`config.mk`:
```
export PLATFORM = sky130hd
export DESIGN_NAME = conv3x3_sharpen_filter_core_flat
export DESIGN_NICKNAME = d
export VERILOG_FILES = /design/src/rtl/csf_pkg.sv /design/src/rtl/csf_req_if.sv /design/src/rtl/csf_rsp_if.sv /design/src/rtl/conv3x3_sharpen_filter_core.sv /design/src/rtl/csf_front.sv /design/src/rtl/csf_queue.sv /design/src/rtl/csf_back.sv /design/src/flat_wrapper.sv
export SDC_FILE = /design/constraint.sdc
export NUM_CORES = 1
export LEC_CHECK = 0
export ABC_AREA = 1
export BUFFER_PORTS_ARGS = -buffer_cell sky130_fd_sc_hd__buf_4
export CAP_MARGIN = 20
export CORE_ASPECT_RATIO = 0.6
export CORE_MARGIN = 10
export CORE_UTILIZATION = 64
export DETAILED_ROUTE_END_ITERATION = 8
export PLACE_DENSITY = 0.85
export SLEW_MARGIN = 10
export SYNTH_ARGS = -nofsm -noshare
export SYNTH_HDL_FRONTEND = slang
export SYNTH_SLANG_ARGS = --single-unit
```
`constraint.sdc`:
```
create_clock -name clock -period 9.39 [get_ports clock]
set_input_delay 1.878 -clock clock [delete_from_list [all_inputs] [get_ports clock]]
set_output_delay 1.878 -clock clock [all_outputs]
set_load 0.005 [all_outputs]
```
`src/rtl/csf_pkg.sv`:
```
// Shared types and constants for the 3x3 sharpening filter.
package csf_pkg;

   // Pixel and coordinate widths
   localparam int PIXEL_W = 8;
   localparam int COORD_W = 5;
   localparam int TAPS    = 9;

   // Kernel taps, row-major, and the bias added before the divide
   localparam int KERN_W = 5;
   localparam logic signed [KERN_W-1:0] KERNEL [TAPS] = '{
      -5'sd7,  5'sd5,  5'sd2,
      -5'sd1,  5'sd15, -5'sd1,
       5'sd2,  5'sd5, -5'sd7
   };
   localparam int SUM_W = 14;
   localparam logic signed [SUM_W-1:0] SUM_BIAS = 14'sd128;

   // Divide by 13 through a reciprocal: q = (sum * RECIP) >> SHIFT,
   // exact for 0 <= sum < 8192
   localparam int QUOT_IN_W  = 13;
   localparam int RECIP_W    = 14;
   localparam int DIV_SHIFT  = 17;
   localparam int PROD_W     = QUOT_IN_W + RECIP_W;
   localparam int QUOT_W     = PROD_W - DIV_SHIFT;
   localparam logic [RECIP_W-1:0] DIV_RECIP = 14'd10083;
   localparam logic [QUOT_W-1:0]  PIXEL_MAX = 10'd255;

   // Depth of the queue between front and back
   localparam int QUEUE_DEPTH = 2;
   localparam int QPTR_W      = 1;
   localparam int QCNT_W      = 2;

   // One interior window on its way to the arithmetic
   typedef struct packed {
      logic [TAPS-1:0][PIXEL_W-1:0] pixels;
      logic [COORD_W-1:0]           row;
      logic [COORD_W-1:0]           col;
      logic                         frame_done;
   } work_type;

endpackage

```
`src/rtl/csf_req_if.sv`:
```
// Input pixel channel: valid/ready with one pixel per item.
interface csf_req_if;
   logic                        valid;
   logic                        ready;
   logic [csf_pkg::PIXEL_W-1:0] pixel_in;

   modport source (output valid, output pixel_in, input ready);
   modport sink   (input valid, input pixel_in, output ready);
endinterface

```
`src/rtl/csf_rsp_if.sv`:
```
// Result channel: valid/ready with a filtered pixel and its coordinates.
interface csf_rsp_if;
   logic                        valid;
   logic                        ready;
   logic [csf_pkg::PIXEL_W-1:0] pixel_out;
   logic [csf_pkg::COORD_W-1:0] out_row;
   logic [csf_pkg::COORD_W-1:0] out_col;
   logic                        frame_done;

   modport source (output valid, output pixel_out, output out_row, output out_col,
                   output frame_done, input ready);
   modport sink   (input valid, input pixel_out, input out_row, input out_col,
                   input frame_done, output ready);
endinterface

```
`src/rtl/conv3x3_sharpen_filter_core.sv`:
```
// Top level of the streaming 3x3 sharpening filter.
//
//   channel   direction  payload                                   handshake
//   req_ch    in         pixel_in[7:0]                             valid/ready
//   rsp_ch    out        pixel_out[7:0], out_row, out_col, done    valid/ready
//
// One pixel is taken per clock when nothing stalls; an interior result is offered once
// its last pixel has passed through four registers:
// pixel stage with line store read, queue entry, sum, then divide and clip into
// the result register.
// The line store read and write-back of one column set the one-item-per-cycle rate.
// Reset is synchronous and clears counters, window and valid flags; the line
// store holds no reset and only feeds results after it is written.
// A stalled result port fills the back stages, then the two-entry queue, then
// stops the input; border pixels pass the front without using the queue.
module conv3x3_sharpen_filter_core #(
   parameter int IMAGE_WIDTH  = 32,
   parameter int IMAGE_HEIGHT = 32
) (
   input  logic       clock,
   input  logic       reset,
   csf_req_if.sink    req_ch,
   csf_rsp_if.source  rsp_ch
);

   logic              push_valid;
   logic              push_ready;
   csf_pkg::work_type push_item;
   logic              pop_valid;
   logic              pop_ready;
   csf_pkg::work_type pop_item;

   // Classify pixels and build windows
   csf_front #(
      .IMAGE_WIDTH  (IMAGE_WIDTH),
      .IMAGE_HEIGHT (IMAGE_HEIGHT)
   ) u_front (
      .clock      (clock),
      .reset      (reset),
      .req_ch     (req_ch),
      .push_valid (push_valid),
      .push_ready (push_ready),
      .push_item  (push_item)
   );

   // Buffer interior windows
   csf_queue u_queue (
      .clock      (clock),
      .reset      (reset),
      .push_valid (push_valid),
      .push_ready (push_ready),
      .push_item  (push_item),
      .pop_valid  (pop_valid),
      .pop_ready  (pop_ready),
      .pop_item   (pop_item)
   );

   // Filter arithmetic and result register
   csf_back u_back (
      .clock     (clock),
      .reset     (reset),
      .pop_valid (pop_valid),
      .pop_ready (pop_ready),
      .pop_item  (pop_item),
      .rsp_ch    (rsp_ch)
   );

endmodule

```
`src/rtl/csf_front.sv`:
```
// Front end: raster counters, line store, 3x3 window and interior classification.
module csf_front #(
   parameter int IMAGE_WIDTH  = 32,
   parameter int IMAGE_HEIGHT = 32
) (
   input  logic              clock,
   input  logic              reset,
   csf_req_if.sink           req_ch,
   output logic              push_valid,
   input  logic              push_ready,
   output csf_pkg::work_type push_item
);

   localparam int CW  = $clog2(IMAGE_WIDTH);
   localparam int RW  = $clog2(IMAGE_HEIGHT);
   localparam int CXW = (CW > csf_pkg::COORD_W) ? CW : csf_pkg::COORD_W;
   localparam int RXW = (RW > csf_pkg::COORD_W) ? RW : csf_pkg::COORD_W;
   localparam int PW  = csf_pkg::PIXEL_W;
   localparam logic [CW-1:0] COL_LAST = CW'(IMAGE_WIDTH - 1);
   localparam logic [RW-1:0] ROW_LAST = RW'(IMAGE_HEIGHT - 1);

   // Position of the next incoming pixel
   logic [CW-1:0] col_ff, col_in;
   logic [RW-1:0] row_ff, row_in;

   // Stage holding an accepted pixel while its line store read returns
   logic          s1_valid_ff, s1_valid_in;
   logic [PW-1:0] s1_px_ff;
   logic [CW-1:0] s1_col_ff;
   logic [RW-1:0] s1_row_ff;
   logic [2*PW-1:0] rd_ff;

   // Line store: upper byte is the row two above, lower byte the row one above
   logic [2*PW-1:0] line_mem [IMAGE_WIDTH];

   // 3x3 window, [row][col], column 2 newest
   logic [PW-1:0] win_ff [3][3];
   logic [PW-1:0] win_in [3][3];

   logic accept;
   logic s1_interior;
   logic s1_adv;
   logic [CXW-1:0] col_center;
   logic [RXW-1:0] row_center;

   assign accept      = req_ch.valid && req_ch.ready;
   assign s1_interior = (s1_row_ff >= RW'(2)) && (s1_col_ff >= CW'(2));
   assign s1_adv      = s1_valid_ff && (!s1_interior || push_ready);
   assign req_ch.ready = !s1_valid_ff || s1_adv;

   // Advance the raster position on each accepted item
   always_comb begin
      col_in = col_ff;
      row_in = row_ff;
      if (accept) begin
         if (col_ff == COL_LAST) begin
            col_in = '0;
            row_in = (row_ff == ROW_LAST) ? '0 : row_ff + RW'(1);
         end else begin
            col_in = col_ff + CW'(1);
         end
      end
   end

   always_comb begin
      if (accept) begin
         s1_valid_in = 1'b1;
      end else if (s1_adv) begin
         s1_valid_in = 1'b0;
      end else begin
         s1_valid_in = s1_valid_ff;
      end
   end

   always_ff @(posedge clock) begin
      if (reset) begin
         col_ff      <= '0;
         row_ff      <= '0;
         s1_valid_ff <= 1'b0;
      end else begin
         col_ff      <= col_in;
         row_ff      <= row_in;
         s1_valid_ff <= s1_valid_in;
      end
   end

   // Capture the pixel and read the two rows above it
   always_ff @(posedge clock) begin
      if (accept) begin
         s1_px_ff  <= req_ch.pixel_in;
         s1_col_ff <= col_ff;
         s1_row_ff <= row_ff;
         rd_ff     <= line_mem[col_ff];
      end
   end

   // Roll the column down the line store as the item leaves
   always_ff @(posedge clock) begin
      if (s1_adv) begin
         line_mem[s1_col_ff] <= {rd_ff[PW-1:0], s1_px_ff};
      end
   end

   // Shift the window left and bring in the new column
   always_comb begin
      for (int i = 0; i < 3; i++) begin
         win_in[i][0] = win_ff[i][1];
         win_in[i][1] = win_ff[i][2];
      end
      win_in[0][2] = rd_ff[2*PW-1:PW];
      win_in[1][2] = rd_ff[PW-1:0];
      win_in[2][2] = s1_px_ff;
   end

   always_ff @(posedge clock) begin
      if (reset) begin
         for (int i = 0; i < 3; i++) begin
            for (int j = 0; j < 3; j++) begin
               win_ff[i][j] <= '0;
            end
         end
      end else if (s1_adv) begin
         win_ff <= win_in;
      end
   end

   // Hand interior windows to the queue, centered one row and column back
   assign col_center = CXW'(s1_col_ff) - CXW'(1);
   assign row_center = RXW'(s1_row_ff) - RXW'(1);

   assign push_valid = s1_valid_ff && s1_interior;

   always_comb begin
      for (int i = 0; i < 3; i++) begin
         for (int j = 0; j < 3; j++) begin
            push_item.pixels[i*3+j] = win_in[i][j];
         end
      end
      push_item.row        = row_center[csf_pkg::COORD_W-1:0];
      push_item.col        = col_center[csf_pkg::COORD_W-1:0];
      push_item.frame_done = (s1_row_ff == ROW_LAST) && (s1_col_ff == COL_LAST);
   end

endmodule

```
`src/rtl/csf_queue.sv`:
```
// Two-entry queue that decouples the front end from the arithmetic.
module csf_queue (
   input  logic              clock,
   input  logic              reset,
   input  logic              push_valid,
   output logic              push_ready,
   input  csf_pkg::work_type push_item,
   output logic              pop_valid,
   input  logic              pop_ready,
   output csf_pkg::work_type pop_item
);

   csf_pkg::work_type entry_ff [csf_pkg::QUEUE_DEPTH];

   logic [csf_pkg::QPTR_W-1:0] wr_ptr_ff, wr_ptr_in;
   logic [csf_pkg::QPTR_W-1:0] rd_ptr_ff, rd_ptr_in;
   logic [csf_pkg::QCNT_W-1:0] count_ff, count_in;

   logic do_push;
   logic do_pop;

   assign push_ready = (count_ff != csf_pkg::QCNT_W'(csf_pkg::QUEUE_DEPTH));
   assign pop_valid  = (count_ff != '0);
   assign pop_item   = entry_ff[rd_ptr_ff];
   assign do_push    = push_valid && push_ready;
   assign do_pop     = pop_valid && pop_ready;

   // Step pointers and occupancy
   always_comb begin
      wr_ptr_in = do_push ? wr_ptr_ff + csf_pkg::QPTR_W'(1) : wr_ptr_ff;
      rd_ptr_in = do_pop  ? rd_ptr_ff + csf_pkg::QPTR_W'(1) : rd_ptr_ff;
      count_in  = count_ff;
      if (do_push && !do_pop) begin
         count_in = count_ff + csf_pkg::QCNT_W'(1);
      end else if (do_pop && !do_push) begin
         count_in = count_ff - csf_pkg::QCNT_W'(1);
      end
   end

   always_ff @(posedge clock) begin
      if (reset) begin
         wr_ptr_ff <= '0;
         rd_ptr_ff <= '0;
         count_ff  <= '0;
      end else begin
         wr_ptr_ff <= wr_ptr_in;
         rd_ptr_ff <= rd_ptr_in;
         count_ff  <= count_in;
      end
   end

   // Store the pushed item
   always_ff @(posedge clock) begin
      if (do_push) begin
         entry_ff[wr_ptr_ff] <= push_item;
      end
   end

endmodule

```
`src/rtl/csf_back.sv`:
```
// Back end: kernel sum, divide by 13, clip and result register.
module csf_back (
   input  logic              clock,
   input  logic              reset,
   input  logic              pop_valid,
   output logic              pop_ready,
   input  csf_pkg::work_type pop_item,
   csf_rsp_if.source         rsp_ch
);

   localparam int SW = csf_pkg::SUM_W;
   localparam int PW = csf_pkg::PIXEL_W;
   localparam int CD = csf_pkg::COORD_W;

   // Sum stage
   logic                 a_valid_ff, a_valid_in;
   logic signed [SW-1:0] a_sum_ff, a_sum_in;
   logic [CD-1:0]        a_row_ff;
   logic [CD-1:0]        a_col_ff;
   logic                 a_done_ff;

   // Result register
   logic                 out_valid_ff, out_valid_in;
   logic [PW-1:0]        out_px_ff, out_px_in;
   logic [CD-1:0]        out_row_ff;
   logic [CD-1:0]        out_col_ff;
   logic                 out_done_ff;

   logic a_ready;
   logic b_ready;
   logic a_load;
   logic b_load;
   logic [csf_pkg::PROD_W-1:0] prod;
   logic [csf_pkg::QUOT_W-1:0] quot;

   assign b_ready   = !out_valid_ff || rsp_ch.ready;
   assign a_ready   = !a_valid_ff || b_ready;
   assign pop_ready = a_ready;
   assign a_load    = pop_valid && a_ready;
   assign b_load    = a_valid_ff && b_ready;

   // Weighted sum of the window plus bias
   always_comb begin
      a_sum_in = csf_pkg::SUM_BIAS;
      for (int k = 0; k < csf_pkg::TAPS; k++) begin
         a_sum_in = a_sum_in + SW'(csf_pkg::KERNEL[k]) * SW'($signed({1'b0, pop_item.pixels[k]}));
      end
   end

   // Divide by 13 and clip; any negative sum ends at zero
   assign prod = csf_pkg::PROD_W'(a_sum_ff[csf_pkg::QUOT_IN_W-1:0])
               * csf_pkg::PROD_W'(csf_pkg::DIV_RECIP);
   assign quot = prod[csf_pkg::PROD_W-1:csf_pkg::DIV_SHIFT];

   always_comb begin
      priority if (a_sum_ff < 0) begin
         out_px_in = '0;
      end else if (quot > csf_pkg::PIXEL_MAX) begin
         out_px_in = csf_pkg::PIXEL_MAX[PW-1:0];
      end else begin
         out_px_in = quot[PW-1:0];
      end
   end

   // Valid flags of both stages
   always_comb begin
      a_valid_in = a_load ? 1'b1 : (b_load ? 1'b0 : a_valid_ff);
      if (b_load) begin
         out_valid_in = 1'b1;
      end else if (rsp_ch.ready) begin
         out_valid_in = 1'b0;
      end else begin
         out_valid_in = out_valid_ff;
      end
   end

   always_ff @(posedge clock) begin
      if (reset) begin
         a_valid_ff   <= 1'b0;
         out_valid_ff <= 1'b0;
      end else begin
         a_valid_ff   <= a_valid_in;
         out_valid_ff <= out_valid_in;
      end
   end

   // Hold payloads until their stage advances
   always_ff @(posedge clock) begin
      if (a_load) begin
         a_sum_ff  <= a_sum_in;
         a_row_ff  <= pop_item.row;
         a_col_ff  <= pop_item.col;
         a_done_ff <= pop_item.frame_done;
      end
      if (b_load) begin
         out_px_ff   <= out_px_in;
         out_row_ff  <= a_row_ff;
         out_col_ff  <= a_col_ff;
         out_done_ff <= a_done_ff;
      end
   end

   assign rsp_ch.valid      = out_valid_ff;
   assign rsp_ch.pixel_out  = out_px_ff;
   assign rsp_ch.out_row    = out_row_ff;
   assign rsp_ch.out_col    = out_col_ff;
   assign rsp_ch.frame_done = out_done_ff;

endmodule

```
`src/flat_wrapper.sv`:
```
// flat-port wrapper written by rule: the top's interface ports become plain ports
module conv3x3_sharpen_filter_core_flat 
#(
   parameter int IMAGE_WIDTH  = 32,
   parameter int IMAGE_HEIGHT = 32
)
  (clock, reset, req_ch_valid, req_ch_pixel_in, req_ch_ready, rsp_ch_valid, rsp_ch_pixel_out, rsp_ch_out_row, rsp_ch_out_col, rsp_ch_frame_done, rsp_ch_ready);
  csf_req_if req_ch_i ();
  csf_rsp_if rsp_ch_i ();
  input  logic clock;
  input  logic reset;
  input wire logic [$bits(req_ch_i.valid)-1:0] req_ch_valid;
  input wire logic [$bits(req_ch_i.pixel_in)-1:0] req_ch_pixel_in;
  output wire logic [$bits(req_ch_i.ready)-1:0] req_ch_ready;
  output wire logic [$bits(rsp_ch_i.valid)-1:0] rsp_ch_valid;
  output wire logic [$bits(rsp_ch_i.pixel_out)-1:0] rsp_ch_pixel_out;
  output wire logic [$bits(rsp_ch_i.out_row)-1:0] rsp_ch_out_row;
  output wire logic [$bits(rsp_ch_i.out_col)-1:0] rsp_ch_out_col;
  output wire logic [$bits(rsp_ch_i.frame_done)-1:0] rsp_ch_frame_done;
  input wire logic [$bits(rsp_ch_i.ready)-1:0] rsp_ch_ready;
  assign req_ch_i.valid = req_ch_valid;
  assign req_ch_i.pixel_in = req_ch_pixel_in;
  assign req_ch_ready = req_ch_i.ready;
  assign rsp_ch_valid = rsp_ch_i.valid;
  assign rsp_ch_pixel_out = rsp_ch_i.pixel_out;
  assign rsp_ch_out_row = rsp_ch_i.out_row;
  assign rsp_ch_out_col = rsp_ch_i.out_col;
  assign rsp_ch_frame_done = rsp_ch_i.frame_done;
  assign rsp_ch_i.ready = rsp_ch_ready;
  conv3x3_sharpen_filter_core #(.IMAGE_WIDTH(IMAGE_WIDTH), .IMAGE_HEIGHT(IMAGE_HEIGHT)) u_core (.clock(clock), .reset(reset), .req_ch(req_ch_i), .rsp_ch(rsp_ch_i));
endmodule
```
==> impl_metrics.env <==
export IMPL_outcome="finished clean"
export IMPL_fin_setup_tns_ps=0
export IMPL_grt_pass1_wl_um=138600
export IMPL_routed_wirelength_um=90390
export IMPL_pre_cts_ws_ps=1140
export IMPL_layout_min_cycle_time_ps=8274
export IMPL_clkLatencyLatePin_ps=630
export IMPL_r2r_cells=24
export IMPL_cts_buffers=70
export IMPL_slew_headroom=0.2951
export IMPL_rsz0062_at_grt="no"
export IMPL_syn_nets=3597
export IMPL_wl_per_cell_um=21.66
export IMPL_post_dp_hpwl_um=57950
export IMPL_worstHoldPathType="reg -> reg"
export IMPL_critPathBufInv=7
export IMPL_path_class="reg -> reg"
export IMPL_cp_arrival_ps=8620
export IMPL_clockBufferDepth=3
export IMPL_avgSynthCellArea_um2=12.09
export IMPL_grt_max_degree=201
export IMPL_min_to="u_core.u_back.rsp_ch.out_row[4]$_DFFE_PP_"
export IMPL_cts_root_buf="clkbuf_16"
export IMPL_grt_antenna_before_repair=2
export IMPL_fin_crit_sh=0.8812
export IMPL_grt_usage=0.2485
export IMPL_crit_chain="o21ai_0 > inv_1 > fa_1 > fa_1 > inv_1 > fa_1 > o31ai_1 > xor2_1 > fa_1 > inv_1 > fa_1 > fa_1 > fa_1 > inv_1 > fa_1 > inv_1 > fa_1 > inv_1 > ha_1 > inv_1 > nor3_1 > a21oi_1 > o21ai_0 > xor2_1"
export IMPL_fmax_mhz=120.9
export IMPL_grt_pass1_vias=24110
export IMPL_dr_total_vias=25120
export IMPL_yosysSeqAreaShare=0.6115
export IMPL_slowest_stage="dfxtp_4"
export IMPL_rows=70
export IMPL_start_util=0.6454
export IMPL_slew_viol_final=0
export IMPL_slowest_delay_ps=760
export IMPL_finalSetupViolCount=0
export IMPL_fp_dieH_um=211.9
export IMPL_port_buffers=32
export IMPL_cp_required_ps=9730
export IMPL_critPathLaunchType="register"
export IMPL_min_path_cells=0
export IMPL_firstDrtPassIters=6
export IMPL_drive_gt1_frac=0.08311
export IMPL_critPathMaxFanout=54
export IMPL_final_nets=3637
export IMPL_ys_types=45
export IMPL_drt_iter0_drc=3760
export IMPL_cts_sinks=822
export IMPL_cts_resized=0
export IMPL_yosysWarningCount=0
export IMPL_drcViolationCount=0
export IMPL_gp_congestion=0.9553
export IMPL_crit_family="adder cells"
export IMPL_drv_cap=0
export IMPL_cts_tree="yes"
export IMPL_skew_ps=29.93
export IMPL_worst_slew_pin_slew_ps=1057
export IMPL_cts_hold_buf=0
export IMPL_worstHoldStart="u_core.u_back.a_row_ff[4]$_DFFE_PP_"
export IMPL_setup_ws_ps=1116
export IMPL_clk_pin_slew_ps=70
export IMPL_dieArea_um2=72020
export IMPL_crit_path_frequent_cell="fa_1"
export IMPL_ant_nets=0
export IMPL_core_area_um2=60870
export IMPL_holdWs_ps=419.6
export IMPL_vias_per_cell=6.018
export IMPL_cp_end_kind="register"
export IMPL_synth_seq_cells=822
export IMPL_synth_main_ff_cell="edfxtp_1"
export IMPL_syn_inst=3250
export IMPL_hold_violations=0
export IMPL_netlist_area_um2=39290
export IMPL_syn_to_final_growth_pct=8.634
export IMPL_synth_edff_count=756
export IMPL_grt_overflow_total=0
export IMPL_async_flop_share=0
export IMPL_r2r_slack_ps=1120
export IMPL_io_pins=33
export IMPL_cts_max_level=3
export IMPL_fp_dieW_um=339.9
export IMPL_post_cts_buffers=0
export IMPL_rr_endpoint="u_core.u_back.a_sum_ff[11]$_DFFE_PP_"
sequential cells by signal, indices dropped and copies added, names as in the netlist, 8 cells and up, named ones only:
register                        flops
u_core.u_front.line_mem           512
u_core.u_queue.entry_ff           166
u_core.u_back.rsp_ch.pixel_out      8
u_core.u_front.rd_ff               16
u_core.u_front.s1_px_ff             8
u_core.u_front.push_item           48
u_core.u_back.a_sum_ff             14
kinds of logic (layout without fill, tap and decap cells):
kind of cell,count (synthesis),count (layout),share of synthesized area
and+or+nand+nor,974,974,0.1001
DFF,822,822,0.6115
buffers and inverters,549,644,0.05599
AOI/OAI and AO/OA,467,467,0.07143
adders and majority gates,335,335,0.1344
muxes,65,65,0.01818
xor gates and xnor gates,38,38,0.008471
other,0,1,0
final cells by class:
cell class                      instances  area [um2]
Clock buffer                           97        1914
Timing Repair Buffer                   96       773.2
Clock inverter                         30       246.5
Multi-Input combinational cell       1879       13080
Tap cell                              828        1036
Sequential cell                       822       24040
Fill cell                            4025       18190
Inverter                              421        1588
Antenna cell                            1       2.502
worst max path at each step:
| stage | endpoint | start | cells past startpoint | slack (ps) |
|---|---|---|---|---|
| global placement | u_core.u_back.a_sum_ff[11]$_DFFE_PP_ | register | 24 | 1330 |
| detailed placement | u_core.u_back.a_sum_ff[11]$_DFFE_PP_ | register | 24 | 1140 |
| CTS | u_core.u_back.a_sum_ff[11]$_DFFE_PP_ | register | 24 | 1120 |
| global route | u_core.u_back.a_sum_ff[11]$_DFFE_PP_ | register | 25 | 650 |
| finish | u_core.u_back.a_sum_ff[11]$_DFFE_PP_ | register | 24 | 1120 |
| floorplan | u_core.u_back.a_sum_ff[11]$_DFFE_PP_ | register | 27 | 1690 |
synthesized netlist by cell type, drive strengths merged (24+ instances only):
master | n | area (um2)
a21oi | 80 | 411.7
a31oi | 45 | 281.5
ha | 190 | 2377
inv | 420 | 1579
o221ai | 64 | 560.5
o21ai | 229 | 1146
nand2 | 481 | 1838
clkbuf | 45 | 171.4
mux2 | 51 | 574.3
dfxtp | 66 | 1321
xor2 | 24 | 210.2
nand3 | 134 | 670.6
nor2 | 329 | 1250
fa | 145 | 2903
buf | 83 | 445.4
a221oi | 29 | 254.0
edfxtp | 756 | 22700
metal layers:
metal | GRT usage | vias to the layer above | part of all wire
met4 | 0.05845 | 0 | 0.021
li1 | - | 11290 | -
met2 | 0.3540 | 1614 | 0.42
met5 | 0 | - | 0
met1 | 0.3722 | 12050 | 0.42
met3 | 0.07476 | 173 | 0.14
cell usage in the layout, fill, tap and decap left out, types with 78 or more instances in the layout:
master	instances
nor2_1	323
edfxtp_1	756
o21ai_0	207
fa_1	145
nand2_1	470
ha_1	190
nand3_1	134
inv_1	412
buf_4	93
a21oi_1	78
worst register-to-register path, stage by stage (launching register included):
cell	delay, ps
dfxtp_4	760
o21ai_0	420
inv_1	190
fa_1	480
fa_1	580
inv_1	60
fa_1	470
o31ai_1	480
xor2_1	190
fa_1	560
inv_1	50
fa_1	470
fa_1	500
fa_1	550
inv_1	50
fa_1	470
inv_1	50
fa_1	470
inv_1	40
ha_1	330
inv_1	90
nor3_1	290
a21oi_1	150
o21ai_0	230
xor2_1	100
stage by stage:
step	instance area, um2	utilization	instances
final	42680	0.7012	4174
after global routing	42680	0.7011	4173
after CTS	42620	0.7002	4171
after detailed placement	40460	0.6647	4044
after global placement	40460	0.6647	4044
after floorplan	39290	-	3250
Power is not shown: default switching activity piles up to over one toggle a cycle in this logic, so the estimate is an artifact.
